File: src/hw/rtl/qaas_pkg.sv
`timescale 1ns / 1ps
// ----------------------------------------------------------------------------
// qaas_pkg
// Shared types, constants and the CORDIC arctangent table for the
// quaternion axis-angle spin controller.
// ----------------------------------------------------------------------------
package qaas_pkg;

   // CORDIC vectoring steps and counter width
   localparam int CORDIC_STEPS = 16;
   localparam int CORDIC_IDX_W = (CORDIC_STEPS > 1) ? $clog2(CORDIC_STEPS) : 1;

   // Angle constants in Q4.12
   localparam logic signed [17:0] PI_Q12      = 18'sd12868;
   localparam logic signed [17:0] HALF_PI_Q12 = 18'sd6434;

   // ms to s scale (1000) times Q16.16 over Q4.12 (16)
   localparam logic signed [17:0] RATE_SCALE = 18'sd16000;

   // Register reset values
   localparam logic [15:0] ANGLE_GAIN_RESET = 16'd4608;
   localparam logic [15:0] RATE_GAIN_RESET  = 16'd0;
   localparam logic [9:0]  PERIOD_RESET     = 10'd10;

   // Register indexes
   localparam logic [1:0] CSR_ANGLE_GAIN = 2'd0;
   localparam logic [1:0] CSR_RATE_GAIN  = 2'd1;
   localparam logic [1:0] CSR_PERIOD     = 2'd2;

   // Command to the shared root / divide unit
   typedef struct packed {
      logic start;
      logic sqrt_mode;
   } unit_cmd_type;

   // Arctangent of 2^-i in Q4.24
   function automatic logic signed [27:0] atan_step(input logic [4:0] idx);
      logic signed [27:0] val;
      begin
         case (idx)
            5'd0:    val = 28'sd13176795;
            5'd1:    val = 28'sd7778716;
            5'd2:    val = 28'sd4110060;
            5'd3:    val = 28'sd2086331;
            5'd4:    val = 28'sd1047214;
            5'd5:    val = 28'sd524117;
            5'd6:    val = 28'sd262123;
            5'd7:    val = 28'sd131069;
            5'd8:    val = 28'sd65536;
            5'd9:    val = 28'sd32768;
            default: begin
               if (idx <= 5'd24) begin
                  val = 28'sd1 <<< (5'd24 - idx);
               end else begin
                  val = 28'sd0;
               end
            end
         endcase
         return val;
      end
   endfunction

endpackage

File: src/hw/rtl/qaas_root_div.sv
`timescale 1ns / 1ps
// ----------------------------------------------------------------------------
// qaas_root_div
// Shared shift-subtract unit: one bit per cycle of unsigned 64/16 division
// or of a 32-bit integer square root.
// ----------------------------------------------------------------------------
module qaas_root_div (
   input  logic                  clock,
   input  logic                  reset,
   input  qaas_pkg::unit_cmd_type cmd,
   input  logic [63:0]           operand,
   input  logic [15:0]           divisor,
   output logic                  done,
   output logic [63:0]           result
);

   logic [63:0] acc_ff;
   logic [63:0] res_ff;
   logic [19:0] rem_ff;
   logic [15:0] div_ff;
   logic [6:0]  cnt_ff;
   logic        run_ff;
   logic        sqrt_ff;
   logic        done_ff;

   logic [19:0] rem_sh;
   logic [19:0] trial;
   logic [20:0] diff;
   logic        ge;

   // Bring in next dividend bit or radicand bit pair, trial subtract
   always_comb begin
      if (sqrt_ff) begin
         rem_sh = {rem_ff[17:0], acc_ff[63:62]};
         trial  = {res_ff[17:0], 2'b01};
      end else begin
         rem_sh = {rem_ff[18:0], acc_ff[63]};
         trial  = {4'd0, div_ff};
      end
      diff = {1'b0, rem_sh} - {1'b0, trial};
      ge   = ~diff[20];
   end

   // Sequence the iterations
   always_ff @(posedge clock) begin
      if (reset) begin
         run_ff  <= 1'b0;
         done_ff <= 1'b0;
      end else begin
         // flag the last iteration
         done_ff <= !cmd.start && run_ff && (cnt_ff == 7'd1);
         if (cmd.start) begin
            run_ff  <= 1'b1;
            sqrt_ff <= cmd.sqrt_mode;
            acc_ff  <= cmd.sqrt_mode ? {operand[31:0], 32'd0} : operand;
            res_ff  <= 64'd0;
            rem_ff  <= 20'd0;
            div_ff  <= divisor;
            cnt_ff  <= cmd.sqrt_mode ? 7'd16 : 7'd64;
         end else if (run_ff) begin
            acc_ff <= sqrt_ff ? {acc_ff[61:0], 2'b00} : {acc_ff[62:0], 1'b0};
            rem_ff <= ge ? diff[19:0] : rem_sh;
            res_ff <= {res_ff[62:0], ge};
            cnt_ff <= cnt_ff - 7'd1;
            if (cnt_ff == 7'd1) begin
               run_ff <= 1'b0;
            end
         end
      end
   end

   assign done   = done_ff;
   assign result = res_ff;

endmodule

File: config.mk
export PLATFORM = sky130hd
export DESIGN_NAME = qaas_root_div
export DESIGN_NICKNAME = d
export VERILOG_FILES = /design/src/hw/rtl/qaas_pkg.sv /design/src/hw/rtl/qaas_root_div.sv
export SDC_FILE = /design/constraint.sdc
export NUM_CORES = 1
export LEC_CHECK = 0
export ABC_AREA = 1
export BUFFER_PORTS_ARGS = -buffer_cell sky130_fd_sc_hd__buf_2
export CAP_MARGIN = 20
export CORE_MARGIN = 3
export CORE_UTILIZATION = 45
export CTS_BUF_LIST = sky130_fd_sc_hd__clkbuf_16
export DETAILED_ROUTE_END_ITERATION = 16
export PLACE_DENSITY = 0.73
export SLEW_MARGIN = 20
export SYNTH_ARGS = -nofsm -noshare
export SYNTH_HDL_FRONTEND = slang
export SYNTH_SLANG_ARGS = --single-unit
export TNS_END_PERCENT = 30
File: constraint.sdc
create_clock -name clock -period 11.7 [get_ports clock]
set_clock_uncertainty 0.15 [all_clocks]
set_input_delay 2.34 -clock clock [delete_from_list [all_inputs] [get_ports clock]]
set_output_delay 2.34 -clock clock [all_outputs]
set_load 0.01 [all_outputs]
==> flow_summary.toml <==
[worst_setup_path]
path_max_fanout = 154
end_kind = "flip-flop"
r2r-end = "rem_ff[13]"
r2r-start = "sqrt_ff"
cp-start-kind = "primary input"
r2r_cells = 14
crit_required_ns = 11.60
r2r_setup_slack_ns = 7.68
path_class = "in2reg"
arrival_ns = 4.29

[routing]
drt_iter0_drc = 640
wl_per_cell_um = 14.6
num_vias = 7348
wl_um = 20900
viasPerCell = 5.14
first_pass_iters = 4
ant_nets = 0
route.detailed.drc = 0

[clocking]
cts_sinks = 173
h-tree-depth = 4
post_cts_buffers = 0
cts_tree = "built"
clock_latency_ns = 0.43
clkTransAtPathRegs_ns = 0.07
cts_buffers = 17
cts_resized = 0
postCtsHoldBufs = 0
cts_max_path_buffers = 2
cts_root_buf = "clkbuf_16"

[logic_synthesis]
synth_edf_count = 171
synth.net_count = 1131
yosysMostFrequentCell = "inv_1"
synth_area_leader_cell = "edfxtp_1"
async_reset_ff_frac = 0
ys_top_cells_by_count = "inv_1, edfxtp_1, nor2_1, nand2_1, o21ai_0"
ys_ff_latch = 173
yosys-top-cells-area = "edfxtp_1, inv_1, nor2_1"
yosysSeqAreaShare = 0.547
yosys_warnings = 0
yosysTopAreaCellShare = 0.542
ys_types = 39
netlist_area_um2 = 9470
synth_ff_type = "edfxtp_1"
synthCells = 1024
syn_avg_cell_area_um2 = 9.24

[place]
gp_routability_congestion = 0.901
hpwl_um = 13700
port_buffers = 148
place_inst = 1396

[cells_and_area]
diodes = 0
nets = 1253
syn_to_final_growth_pct = 15.9
final_layout_size_suffix_gt1_frac = 0.211
instances_no_fill = 1429
fin_util = 0.537

[power]
leakage_nw = 4.93
power.density_nw_per_um2 = 152
ir_drop_uv = 101
power_mw = 1.67

[sta]
period_share = 0.376
finalSetupViolations = 0
fin_setup_tns_ns = 0
hold_viol_final = 0
period_needed_ns = 4.40
max_freq_ghz = 0.228
rsz0062_at_grt = "false"
finalMaxSlewViolations = 0
tightest_slew_ns = 0.904
slew_headroom = 0.398

[hold_path]
hold_end = "run_ff"
min_path_cells = 2
hp-start = "run_ff"
hold_class = "reg2reg"

[die]
fp.dieArea_um2 = 22800
coreArea_um2 = 20400
num_rows = 52
die-height_um = 151
start_util = 0.463
pin_count = 149
die_w_um = 151

[flow_run]
maxCapViolCount = 0

[global_route]
grt_first_pass_wirelength_um = 34200
grt_pass1_vias = 6886
grt_max_degree = 155
grt_antenna_before_repair = 1
grt-ovfl-total = 0
grt_usage = 0.188

[status]
outcome = "completed"
[cells in the final DEF (no fill, tap or decap), types with 3 or more instances in the layout]
cell type  count
a21oi_1       21
buf_2        147
buf_4          5
clkbuf_16     17
edfxtp_1     171
ha_1          22
inv_1        193
inv_2          3
inv_6          4
nand2_1      148
nand2_2        4
nand3_1       33
nand4_1        6
nor2_1       156
nor2_2         4
nor3_1         3
o211ai_1      31
o21ai_0       42
o21ai_1        5
o21ai_2        5
o221ai_1      32
o32ai_1       30
or2_2         36
xnor2_1        7
xor2_1         3
[state kept, by name, summed over array words and instances (netlist names)]
name and count:
cnt_ff 7, div_ff 16, acc_ff 64, run_ff 1
done 1, sqrt_ff 1, result 64, rem_ff 19
[per-layer routing]
layer,vias up,GRT usage,share of wire
met4,2,0.0476,0.011
met2,216,0.294,0.45
met3,23,0.0404,0.063
met1,3426,0.267,0.47
met5,-,0,0.00034
li1,3681,-,-
[stage by stage]
| stage | hold slack (ns) | instance area [um^2] | setup slack, ns |
|---|---|---|---|
| after global placement | 0.299 | 10400 | 6.65 |
| after CTS | 0.312 | 11000 | 7.36 |
| final | 0.313 | 11000 | 7.30 |
| after detailed placement | 0.302 | 10400 | 6.92 |
| after floorplan | 0.285 | 9470 | 0.730 |
| after global routing | 0.347 | 11000 | 7.21 |
[critical path, cell delays in order]
cell,delay [ns]
buf_4,0.41
inv_2,0.48
a21oi_4,0.27
buf_12,0.55
[power breakdown]
part	total (mW)	switching [mW]	internal [mW]
logic	0.344	0.218	0.126
clock network	0.561	0.260	0.301
registers	0.766	0.0216	0.744
[cell type report]
| class | instances | area [um^2] |
|---|---|---|
| fillers | 1898 | 9460 |
| clock inverters | 15 | 158 |
| flip-flops and latches | 173 | 5170 |
| repair buffers | 154 | 805 |
| inverters | 196 | 736 |
| well taps | 270 | 338 |
| multi-input cells | 604 | 3340 |
| clock buffers | 17 | 425 |
[how the worst max path moves through the flow]
stage	startpoint	end	slack [ns]	depth (start not counted)
global route	cmd[1]	result[46]	7.21	4
detailed placement	cmd[1]	div_ff[8]	6.92	3
CTS	cmd[1]	div_ff[5]	7.36	3
global placement	cmd[1]	acc_ff[37]	6.65	4
finish	cmd[1]	result[1]	7.30	4
floorplan	cmd[1]	acc_ff[0]	0.73	4
[kinds of logic after synthesis]
| group | after synthesis | share of synthesized area |
|---|---|---|
| buffers and inverters | 247 | 0.103 |
| AO/OA/AOI/OAI | 173 | 0.128 |
| AND/OR/NAND/NOR | 398 | 0.182 |
| flip-flops | 173 | 0.547 |
| XOR/XNOR | 10 | 0.00925 |
| adder cells (fa/ha/maj) | 23 | 0.0312 |
Power figures use the tool's default switching activity.
